[config.mk]
export PLATFORM = sky130hd
export DESIGN_NAME = relative_strength_index_top
export DESIGN_NICKNAME = d
export VERILOG_FILES = /design/src/rtl/rsi_pkg.sv /design/src/rtl/relative_strength_index_top.sv /design/src/rtl/rsi_div.sv /design/src/rtl/rsi_dp.sv /design/src/rtl/rsi_ctrl.sv
export SDC_FILE = /design/constraint.sdc
export NUM_CORES = 2
export LEC_CHECK = 0
export ABC_AREA = 0
export BUFFER_PORTS_ARGS = -buffer_cell sky130_fd_sc_hd__buf_4
export CORE_ASPECT_RATIO = 1.25
export CORE_MARGIN = 2
export CORE_UTILIZATION = 53
export DETAILED_ROUTE_END_ITERATION = 8
export PLACE_DENSITY_LB_ADDON = 0.1
export SLEW_MARGIN = 20
export SYNTH_ARGS = -nofsm -noshare
export SYNTH_HDL_FRONTEND = slang
export SYNTH_SLANG_ARGS = --single-unit
export TNS_END_PERCENT = 30
[constraint.sdc]
create_clock -name clk -period 18.6 [get_ports clk]
set_input_delay 0 -clock clk [delete_from_list [all_inputs] [get_ports clk]]
set_output_delay 0 -clock clk [all_outputs]
set_load 0.005 [all_outputs]
[src/rtl/rsi_pkg.sv]
// Package for the relative strength index block: widths, codes and the
// command and status structs between controller and datapath. No dependencies.
package rsi_pkg;

    localparam int PRICE_WIDTH = 32;
    localparam int FRAC_BITS   = 16;
    localparam int PERIOD_W    = 11;
    // Averages wrap modulo 2^ACC_W, like the arithmetic they follow.
    localparam int ACC_W       = 64;
    localparam int HFX_W       = 7 + FRAC_BITS;
    localparam int PROD_W      = ACC_W + HFX_W;
    localparam int STEP_W      = $clog2(PROD_W + 1);
    localparam int MUL_A_W     = ACC_W / 2;
    localparam int MUL_P_W     = MUL_A_W + HFX_W;

    localparam logic [HFX_W-1:0]    HUNDRED_FX   = HFX_W'(100) << FRAC_BITS;
    localparam logic [PERIOD_W-1:0] PERIOD_RESET = PERIOD_W'(14);
    localparam logic [PERIOD_W-1:0] PERIOD_MAX   = PERIOD_W'(1024);
    localparam logic [PERIOD_W-1:0] COUNT_MAX    = {PERIOD_W{1'b1}};

    // Arithmetic modes of the shared multiply and divide sequence.
    localparam logic [1:0] MODE_WARM   = 2'd0;
    localparam logic [1:0] MODE_SMOOTH = 2'd1;
    localparam logic [1:0] MODE_RATIO  = 2'd2;

    // Sources for the pending result.
    localparam logic [1:0] RES_NONE = 2'd0;
    localparam logic [1:0] RES_FULL = 2'd1;
    localparam logic [1:0] RES_QUOT = 2'd2;

    typedef struct packed {
        logic       accept;
        logic       eval;
        logic       sel_dn;
        logic [1:0] mode;
        logic       mul_lo;
        logic       mul_hi;
        logic       acc_hi;
        logic       div_start;
        logic       write_avg;
        logic       res_load;
        logic [1:0] res_sel;
        logic       load_out;
    } rsi_cmd_t;

    typedef struct packed {
        logic first;
        logic idx_lt_p;
        logic idx_gt_p;
        logic dn_zero;
        logic den_zero;
        logic div_done;
    } rsi_sts_t;

endpackage

[src/rtl/relative_strength_index_top.sv]
// Top level of the Wilder RSI block; instantiates rsi_ctrl and rsi_dp, uses rsi_pkg.
// The result is presented without a division during warm-up and on a series start; when
// warm-up ends and while smoothing it waits on the one-bit-per-cycle divider (two 64-step
// divisions by period plus one 87-step ratio, the last skipped when the down average is
// zero). Throughput: one transaction at a time; the next is taken as the result is
// registered. Reset: asynchronous, active low; clears the series state and sets period
// to 14.
module relative_strength_index_top
    import rsi_pkg::*;
(
    input  logic                   clk,
    input  logic                   rst_n,
    input  logic                   cfg_we,
    input  logic [PERIOD_W-1:0]    cfg_wdata,
    input  logic                   in_valid,
    output logic                   in_ready,
    input  logic [PRICE_WIDTH-1:0] price,
    input  logic                   series_start,
    output logic                   out_valid,
    input  logic                   out_ready,
    output logic [HFX_W-1:0]       rsi_value,
    output logic                   valid_res
);

    // The controller walks each input transaction through a fixed sequence:
    // evaluate the price move, then, once the warm-up is over, divide or
    // smooth both averages and form the ratio 100*up/(up+down). Every step
    // is a command to the datapath; the datapath reports comparisons and
    // divider completion back as status.
    rsi_cmd_t cmd;
    rsi_sts_t sts;

    rsi_ctrl u_ctrl (
        .clk       (clk),
        .rst_n     (rst_n),
        .in_valid  (in_valid),
        .in_ready  (in_ready),
        .out_valid (out_valid),
        .out_ready (out_ready),
        .sts       (sts),
        .cmd       (cmd)
    );

    // The datapath holds the period register, the running averages, one
    // 32-bit by 23-bit multiplier used in halves, and the serial divider.
    // Its output register lets a finished result wait for the consumer
    // while the next input transaction is already accepted.
    rsi_dp u_dp (
        .clk          (clk),
        .rst_n        (rst_n),
        .cfg_we       (cfg_we),
        .cfg_wdata    (cfg_wdata),
        .price        (price),
        .series_start (series_start),
        .cmd          (cmd),
        .sts          (sts),
        .rsi_value    (rsi_value),
        .valid_res    (valid_res)
    );

endmodule

[src/rtl/rsi_div.sv]
// Bit-serial restoring divider, one quotient bit per cycle.
// Depends on rsi_pkg.
module rsi_div
    import rsi_pkg::*;
(
    input  logic              clk,
    input  logic              rst_n,
    input  logic              start,
    input  logic [PROD_W-1:0] dividend,
    input  logic [STEP_W-1:0] steps,
    input  logic [ACC_W-1:0]  divisor,
    output logic              done,
    output logic [ACC_W-1:0]  quotient
);

    logic [ACC_W-1:0]  rem_reg;
    logic [ACC_W-1:0]  quo_reg;
    logic [ACC_W-1:0]  dsr_reg;
    logic [PROD_W-1:0] dvd_reg;
    logic [STEP_W-1:0] cnt_reg;
    logic              busy_reg;
    logic [ACC_W:0]    rem_sh;
    logic [ACC_W:0]    rem_sub;
    logic              ge;

    // The dividend is left aligned; its top bit enters the remainder each step.
    assign rem_sh  = {rem_reg, dvd_reg[PROD_W-1]};
    assign ge      = rem_sh >= {1'b0, dsr_reg};
    assign rem_sub = rem_sh - {1'b0, dsr_reg};

    always_ff @(posedge clk or negedge rst_n)
    begin
        if (!rst_n)
        begin
            busy_reg <= 1'b0;
            cnt_reg  <= '0;
        end
        else if (start)
        begin
            busy_reg <= 1'b1;
            cnt_reg  <= steps;
        end
        else if (busy_reg)
        begin
            if (cnt_reg == '0)
            begin
                busy_reg <= 1'b0;
            end
            else
            begin
                cnt_reg <= cnt_reg - STEP_W'(1);
            end
        end
    end

    always_ff @(posedge clk)
    begin
        if (start)
        begin
            rem_reg <= '0;
            quo_reg <= '0;
            dsr_reg <= divisor;
            dvd_reg <= dividend;
        end
        else if (busy_reg && (cnt_reg != '0))
        begin
            rem_reg <= ge ? rem_sub[ACC_W-1:0] : rem_sh[ACC_W-1:0];
            quo_reg <= {quo_reg[ACC_W-2:0], ge};
            dvd_reg <= {dvd_reg[PROD_W-2:0], 1'b0};
        end
    end

    assign done     = busy_reg && (cnt_reg == '0);
    assign quotient = quo_reg;

endmodule

[src/rtl/rsi_dp.sv]
// Datapath of the RSI block: series state, period register, shared multiplier,
// accumulator, divider and the output register. Depends on rsi_pkg and rsi_div.
module rsi_dp
    import rsi_pkg::*;
(
    input  logic                   clk,
    input  logic                   rst_n,
    input  logic                   cfg_we,
    input  logic [PERIOD_W-1:0]    cfg_wdata,
    input  logic [PRICE_WIDTH-1:0] price,
    input  logic                   series_start,
    input  rsi_cmd_t               cmd,
    output rsi_sts_t               sts,
    output logic [HFX_W-1:0]       rsi_value,
    output logic                   valid_res
);

    logic [PERIOD_W-1:0]    period_reg;
    logic [PRICE_WIDTH-1:0] price_reg;
    logic                   start_reg;
    logic [PRICE_WIDTH-1:0] prev_price_reg;
    logic [ACC_W-1:0]       up_avg_reg;
    logic [ACC_W-1:0]       dn_avg_reg;
    logic [PERIOD_W-1:0]    count_reg;
    logic [PRICE_WIDTH-1:0] up_mv_reg;
    logic [PRICE_WIDTH-1:0] dn_mv_reg;
    logic [MUL_P_W-1:0]     mul_reg;
    logic [PROD_W-1:0]      acc_reg;
    logic [HFX_W-1:0]       res_rsi_reg;
    logic                   res_vld_reg;
    logic [HFX_W-1:0]       out_rsi_reg;
    logic                   out_vld_reg;

    logic [PERIOD_W-1:0]    eff_p;
    logic [PRICE_WIDTH-1:0] move_up;
    logic [PRICE_WIDTH-1:0] move_dn;
    logic [ACC_W-1:0]       avg_sel;
    logic [PRICE_WIDTH-1:0] mv_sel;
    logic [ACC_W-1:0]       mv_shift;
    logic [MUL_A_W-1:0]     mul_a;
    logic [HFX_W-1:0]       mul_b;
    logic [MUL_P_W-1:0]     mul_prod;
    logic [ACC_W-1:0]       den;
    logic [PROD_W-1:0]      div_dividend;
    logic [STEP_W-1:0]      div_steps;
    logic [ACC_W-1:0]       div_divisor;
    logic                   div_done;
    logic [ACC_W-1:0]       quotient;

    // Out-of-range periods are clamped to the supported span.
    always_comb
    begin
        priority if (period_reg == '0)
        begin
            eff_p = PERIOD_W'(1);
        end
        else if (period_reg > PERIOD_MAX)
        begin
            eff_p = PERIOD_MAX;
        end
        else
        begin
            eff_p = period_reg;
        end
    end

    assign move_up  = (price_reg > prev_price_reg) ? price_reg - prev_price_reg : '0;
    assign move_dn  = (prev_price_reg > price_reg) ? prev_price_reg - price_reg : '0;
    assign avg_sel  = cmd.sel_dn ? dn_avg_reg : up_avg_reg;
    assign mv_sel   = cmd.sel_dn ? dn_mv_reg : up_mv_reg;
    assign mv_shift = ACC_W'({mv_sel, {FRAC_BITS{1'b0}}});
    assign den      = up_avg_reg + dn_avg_reg;

    assign mul_a    = cmd.mul_hi ? avg_sel[ACC_W-1:MUL_A_W] : avg_sel[MUL_A_W-1:0];
    assign mul_b    = (cmd.mode == MODE_RATIO) ? HUNDRED_FX
                                               : HFX_W'(eff_p - PERIOD_W'(1));
    assign mul_prod = MUL_P_W'(mul_a) * MUL_P_W'(mul_b);

    always_comb
    begin
        unique case (cmd.mode)
            MODE_WARM:
            begin
                div_dividend = {avg_sel[ACC_W-FRAC_BITS-1:0], {FRAC_BITS{1'b0}},
                                {HFX_W{1'b0}}};
                div_steps    = STEP_W'(ACC_W);
                div_divisor  = ACC_W'(eff_p);
            end
            MODE_SMOOTH:
            begin
                div_dividend = {acc_reg[ACC_W-1:0], {HFX_W{1'b0}}};
                div_steps    = STEP_W'(ACC_W);
                div_divisor  = ACC_W'(eff_p);
            end
            default:
            begin
                div_dividend = acc_reg;
                div_steps    = STEP_W'(PROD_W);
                div_divisor  = den;
            end
        endcase
    end

    rsi_div u_div (
        .clk      (clk),
        .rst_n    (rst_n),
        .start    (cmd.div_start),
        .dividend (div_dividend),
        .steps    (div_steps),
        .divisor  (div_divisor),
        .done     (div_done),
        .quotient (quotient)
    );

    // Series state and configuration.
    always_ff @(posedge clk or negedge rst_n)
    begin
        if (!rst_n)
        begin
            period_reg     <= PERIOD_RESET;
            prev_price_reg <= '0;
            up_avg_reg     <= '0;
            dn_avg_reg     <= '0;
            count_reg      <= '0;
        end
        else
        begin
            if (cfg_we)
            begin
                period_reg <= cfg_wdata;
            end
            if (cmd.eval)
            begin
                prev_price_reg <= price_reg;
                if (sts.first)
                begin
                    up_avg_reg <= '0;
                    dn_avg_reg <= '0;
                    count_reg  <= PERIOD_W'(1);
                end
                else
                begin
                    if (!sts.idx_gt_p)
                    begin
                        up_avg_reg <= up_avg_reg + ACC_W'(move_up);
                        dn_avg_reg <= dn_avg_reg + ACC_W'(move_dn);
                    end
                    if (count_reg != COUNT_MAX)
                    begin
                        count_reg <= count_reg + PERIOD_W'(1);
                    end
                end
            end
            else if (cmd.write_avg)
            begin
                if (cmd.sel_dn)
                begin
                    dn_avg_reg <= quotient;
                end
                else
                begin
                    up_avg_reg <= quotient;
                end
            end
        end
    end

    // Working registers and the result path.
    always_ff @(posedge clk)
    begin
        if (cmd.accept)
        begin
            price_reg <= price;
            start_reg <= series_start;
        end
        if (cmd.eval)
        begin
            up_mv_reg <= move_up;
            dn_mv_reg <= move_dn;
        end
        if (cmd.mul_lo || cmd.mul_hi)
        begin
            mul_reg <= mul_prod;
        end
        if (cmd.mul_hi)
        begin
            acc_reg <= PROD_W'(mul_reg)
                     + ((cmd.mode == MODE_RATIO) ? '0 : PROD_W'(mv_shift));
        end
        else if (cmd.acc_hi)
        begin
            acc_reg <= acc_reg + (PROD_W'(mul_reg) << MUL_A_W);
        end
        if (cmd.res_load)
        begin
            unique case (cmd.res_sel)
                RES_NONE:
                begin
                    res_rsi_reg <= '0;
                    res_vld_reg <= 1'b0;
                end
                RES_FULL:
                begin
                    res_rsi_reg <= HUNDRED_FX;
                    res_vld_reg <= 1'b1;
                end
                RES_QUOT:
                begin
                    res_rsi_reg <= quotient[HFX_W-1:0];
                    res_vld_reg <= 1'b1;
                end
                default:
                begin
                    res_rsi_reg <= '0;
                    res_vld_reg <= 1'b0;
                end
            endcase
        end
        if (cmd.load_out)
        begin
            out_rsi_reg <= res_rsi_reg;
            out_vld_reg <= res_vld_reg;
        end
    end

    assign sts.first    = start_reg || (count_reg == '0);
    assign sts.idx_lt_p = count_reg < eff_p;
    assign sts.idx_gt_p = count_reg > eff_p;
    assign sts.dn_zero  = dn_avg_reg == '0;
    assign sts.den_zero = den == '0;
    assign sts.div_done = div_done;

    assign rsi_value = out_rsi_reg;
    assign valid_res = out_vld_reg;

endmodule

[src/rtl/rsi_ctrl.sv]
// Controller of the RSI block: sequences each transaction through the datapath
// and owns both handshakes. Depends on rsi_pkg.
module rsi_ctrl
    import rsi_pkg::*;
(
    input  logic     clk,
    input  logic     rst_n,
    input  logic     in_valid,
    output logic     in_ready,
    output logic     out_valid,
    input  logic     out_ready,
    input  rsi_sts_t sts,
    output rsi_cmd_t cmd
);

    localparam logic [3:0] ST_IDLE     = 4'd0;
    localparam logic [3:0] ST_EVAL     = 4'd1;
    localparam logic [3:0] ST_MUL_A    = 4'd2;
    localparam logic [3:0] ST_MUL_B    = 4'd3;
    localparam logic [3:0] ST_MUL_C    = 4'd4;
    localparam logic [3:0] ST_DIV_LOAD = 4'd5;
    localparam logic [3:0] ST_DIV_RUN  = 4'd6;
    localparam logic [3:0] ST_WRITE    = 4'd7;
    localparam logic [3:0] ST_RATIO    = 4'd8;
    localparam logic [3:0] ST_OUT      = 4'd9;

    logic [3:0] state_reg;
    logic [3:0] state_next;
    logic [1:0] mode_reg;
    logic [1:0] mode_next;
    logic       sel_reg;
    logic       sel_next;
    logic       out_valid_reg;
    logic       out_valid_next;

    always_comb
    begin
        cmd        = '0;
        cmd.mode   = mode_reg;
        cmd.sel_dn = sel_reg;
        state_next = state_reg;
        mode_next  = mode_reg;
        sel_next   = sel_reg;
        unique case (state_reg)
            ST_IDLE:
            begin
                if (in_valid)
                begin
                    cmd.accept = 1'b1;
                    state_next = ST_EVAL;
                end
            end
            ST_EVAL:
            begin
                cmd.eval = 1'b1;
                sel_next = 1'b0;
                if (sts.first || sts.idx_lt_p)
                begin
                    cmd.res_load = 1'b1;
                    cmd.res_sel  = RES_NONE;
                    state_next   = ST_OUT;
                end
                else if (sts.idx_gt_p)
                begin
                    mode_next  = MODE_SMOOTH;
                    state_next = ST_MUL_A;
                end
                else
                begin
                    mode_next  = MODE_WARM;
                    state_next = ST_DIV_LOAD;
                end
            end
            ST_MUL_A:
            begin
                cmd.mul_lo = 1'b1;
                state_next = ST_MUL_B;
            end
            ST_MUL_B:
            begin
                cmd.mul_hi = 1'b1;
                state_next = ST_MUL_C;
            end
            ST_MUL_C:
            begin
                cmd.acc_hi = 1'b1;
                state_next = ST_DIV_LOAD;
            end
            ST_DIV_LOAD:
            begin
                cmd.div_start = 1'b1;
                state_next    = ST_DIV_RUN;
            end
            ST_DIV_RUN:
            begin
                if (sts.div_done)
                begin
                    state_next = ST_WRITE;
                end
            end
            ST_WRITE:
            begin
                if (mode_reg == MODE_RATIO)
                begin
                    cmd.res_load = 1'b1;
                    cmd.res_sel  = RES_QUOT;
                    state_next   = ST_OUT;
                end
                else
                begin
                    cmd.write_avg = 1'b1;
                    if (!sel_reg)
                    begin
                        sel_next   = 1'b1;
                        state_next = (mode_reg == MODE_WARM) ? ST_DIV_LOAD : ST_MUL_A;
                    end
                    else
                    begin
                        state_next = ST_RATIO;
                    end
                end
            end
            ST_RATIO:
            begin
                if (sts.dn_zero || sts.den_zero)
                begin
                    cmd.res_load = 1'b1;
                    cmd.res_sel  = RES_FULL;
                    state_next   = ST_OUT;
                end
                else
                begin
                    mode_next  = MODE_RATIO;
                    sel_next   = 1'b0;
                    state_next = ST_MUL_A;
                end
            end
            ST_OUT:
            begin
                if (!out_valid_reg || out_ready)
                begin
                    cmd.load_out = 1'b1;
                    state_next   = ST_IDLE;
                end
            end
            default:
            begin
                state_next = ST_IDLE;
            end
        endcase
    end

    always_comb
    begin
        priority if (cmd.load_out)
        begin
            out_valid_next = 1'b1;
        end
        else if (out_ready)
        begin
            out_valid_next = 1'b0;
        end
        else
        begin
            out_valid_next = out_valid_reg;
        end
    end

    always_ff @(posedge clk or negedge rst_n)
    begin
        if (!rst_n)
        begin
            state_reg     <= ST_IDLE;
            mode_reg      <= MODE_WARM;
            sel_reg       <= 1'b0;
            out_valid_reg <= 1'b0;
        end
        else
        begin
            state_reg     <= state_next;
            mode_reg      <= mode_next;
            sel_reg       <= sel_next;
            out_valid_reg <= out_valid_next;
        end
    end

    assign in_ready  = state_reg == ST_IDLE;
    assign out_valid = out_valid_reg;

endmodule

==> metrics.md <==
| Metric | Value |
|---|---|
| Wire per inst | `approximately 26 microns` |
| Post-Synth Adder-Cell Area | `0.2585` |
| Final setup violating endpoints | `0` |
| Htree depth | `3` |
| Met1 GRT Util | `0.4685` |
| Largest cells by area after synthesis | `edfxtp_1, fa_1, ha_1, dfrtp_1, nand2_1` |
| Status | `completed` |
| Final min period | `11.75 ns` |
| R2R Path Start | `u_dp.period_reg[1]$_DFFE_PN1P_` |
| Hold Crit Start | `price[13]` |
| Cell mode on critical path | `fa_1` |
| First-pass GRT wire length | `385.5 mm` |
| Synthesis-stage register bit count | `roughly 760` |
| Post-synth EDFFs | `438` |
| Gr ovfl total | `0` |
| Area grow syn2layout | `9.797%` |
| Worst-margin pin slew | `1.133 ns` |
| R2r endpoint | `u_dp.mul_reg[54]$_DFFE_PP_` |
| Cell count after synthesis | `just over 8000` |
| Area leader, netlist | `edfxtp_1` |
| Slew margin rel. | `0.2393` |
| Horiz. Die Dim | `335.8 microns` |
| Core Area | `around 140000 sq um` |
| Clock Sinks | `764` |
| Synth Area in Simple Gates | `0.1615` |
| Worst Hold End | `u_dp.price_reg[13]$_DFFE_PP_` |
| Skew-Pair Late Insertion Delay | `0.74 ns` |
| Compound-Gate Fraction of Synth Area | `0.1697` |
| Count leader, synth | `nand2_1` |
| Reg2Reg Depth | `33` |
| Clk buf depth | `3` |
| Max Freq | `about 85 MHz` |
| Main combinational cell family by area after synthesis | `adder cells` |
| Via count of the first global-routing pass | `60903` |
| WL final | `~260 mm` |
| Io pins | `75` |
| Final worst-path cycle share | `0.6318` |
| Avg Inst Size Synth | `8.940 sq um` |
| Vias/cell | `6.150` |
| Initial antenna violation count | `24` |
| Sequential area share after synthesis | `0.2835` |
| Cts repair resizes | `0` |
| R2R setup slack | `6.85 ns` |
| Max incr delay on CP | `0.91 ns` |
| Share of the synthesized area in the top cell type | `0.1804` |
| HP Class | `primary input to register` |
| Mux cell area share after synthesis | `0.02253` |
| Num CTS Buffers | `between 80 and 90` |
| Clk root buf | `clkbuf_16` |
| CP arrival | `12.21 ns` |
| Vias post-DR | `62617` |
| Ys async rst share | `0.2592` |
| Top Usage Layer GRT | `met2` |
| XOR/XNOR Fraction of Synth Area | `0.04119` |
| Post-synth cell types | `93` |
| Setup CP Type | `register to register` |
| CP startpoint | `u_dp.period_reg[1]$_DFFE_PN1P_` |
| Hold violation total from the final report | `0` |
| CTS tree | `yes` |
| Gr usage total | `0.3691` |
| DP Area | `75960 sq um` |
| M3 GR Usage | `0.06244` |
| Initial Util | `0.5326` |
| Post-Synthesis Cell Area | `72930 sq um` |
| Share of cells above drive strength 1 | `0.05592` |
| Pin count of the biggest net entering global routing | `between 90 and 100` |
| Final instance area | `roughly 80000 sq um` |
| Die area | `between 100000 and 150000 sq um` |
| Num rows | `152` |
| Die extent in y | `418.7 microns` |
| RSZ-0062 raised after global routing | `false` |
| Setup TNS | `0 ns` |
| Hold path depth | `2` |
| Detail Route Antenna Nets | `0` |
| Setup Skew | `~0.063 ns` |
| WP data required | `about 19 ns` |
| Slowest CP cell | `a2111oi_0` |
| Startpoint types | `register` |
| Reg clk slew, reported paths | `around 0.060 ns` |
| Ys flop type | `edfxtp_1` |
| Synth cell count leaders | `nand2_1, inv_1, nor2_1` |
| GR Util met2 | `0.5899` |
| DP HPWL | `between 200 and 250 mm` |
| Gpl congestion | `1.035` |
| Fillcell total | `12319` |
| Max-capacitance violation count | `0` |
| PortBufs | `74` |
| Residual DRC count | `0` |
| Crit Path Max Fanout | `17` |
| Pins Over Slew Limit | `0` |
| Drt first pass iters | `8` |
| Initial drt markers | `6147` |
| Yosys warning count | `0` |
| Final nets | `9522` |
| Setup crit end kind | `register` |
## stage by stage
step / hold WS [ns] / worst slack (ns) / instances / utilization
floorplan: -0.2956 / 9.127 / 8352 / -
global placement: 0.07366 / 7.047 / 9918 / 0.5546
detailed placement: 0.07726 / 6.592 / 9918 / 0.5547
CTS: 0.004412 / 6.529 / 10175 / 0.5844
global route: 0.04640 / 6.421 / 10177 / 0.5847
finish: 0.02943 / 6.849 / 10181 / 0.5848
## area by class of cell
cell class / count / area [sq um] / share of cell area
well taps: 1771 / 2216 / 0.02767
clock inverters: 66 / 749.5 / 0.009360
multi-input cells: 6367 / 48600 / 0.6069
diodes: 5 / 12.51 / 0.0001563
flip-flops and latches: 764 / 20680 / 0.2583
repair buffers: 266 / 2251 / 0.02811
inverters: 841 / 3167 / 0.03955
clock buffers: 101 / 2395 / 0.02991
## worst max-delay path, delay by kind of cell, from the launching register on
kind,cells,cell delay (ns)
fa+ha+maj,9,4.03
compound gates,10,3.46
simple gates,8,2.68
xor+xnor,1,0.65
flops,1,0.37
buf+inv,4,0.22
mux,1,0.09
## what timing repair did
item,CTS,global route
hold buffers,90,0
setup endpoints to repair,0,0
setup buffers,0,0
hold endpoints to repair,130,0
## logic make-up (layout without fill, tap and decap cells)
kind of cell / count (synthesis) / in the layout
and+or+nand+nor: 2605 / 2605
AOI/OAI and AO/OA: 1944 / 1944
buffers and inverters: 1221 / 1274
adders and majority gates: 1144 / 1144
DFF: 764 / 764
xor gates and xnor gates: 343 / 343
muxes: 134 / 134
other: 2 / 202
## layout by cell type, fill, tap and decap left out, types with 37 or more instances in the layout
master         instances
a211oi_1              74
dfxtp_1              128
dlygate4sd3_1         89
o31ai_1               38
a21o_1               229
o21ai_0              412
edfxtp_1             438
nand2_1              894
conb_1               197
nor2_1               811
and3_1               117
nor4_1                43
inv_1                837
a221oi_1              70
nand2b_1              37
o211ai_1              40
nand3_1              172
mux2i_1              100
and2_1               116
a31oi_1               65
o21bai_1              61
o21a_1                57
clkbuf_16             91
or3_1                 38
a21oi_1              605
nor3_1               127
dfrtp_1              192
buf_4                174
xnor2_1              212
xor2_1               128
fa_1                 604
ha_1                 540
nand4_1               70
nor2b_1               58
## how the worst max path moves through the flow
| stage | end | cells after the start |
|---|---|---|
| 2_1_floorplan | u_dp.mul_reg[54]$_DFFE_PP_ | 35 |
| 3_3_place_gp | u_dp.mul_reg[54]$_DFFE_PP_ | 33 |
| 3_5_place_dp | u_dp.mul_reg[54]$_DFFE_PP_ | 33 |
| 4_1_cts | u_dp.mul_reg[54]$_DFFE_PP_ | 33 |
| 5_1_grt | u_dp.mul_reg[52]$_DFFE_PP_ | 33 |
| 6_report | u_dp.mul_reg[54]$_DFFE_PP_ | 33 |
## per-layer routing
layer  share of wire  up-vias
met5         0.00059        -
met4           0.074       18
met3           0.081      703
met2            0.46     2709
met1            0.39    30830
li1                -    28357
Power is left out: the tool's default activity adds up to more than one toggle a clock period on the data nets, which glitch-free logic cannot reach.
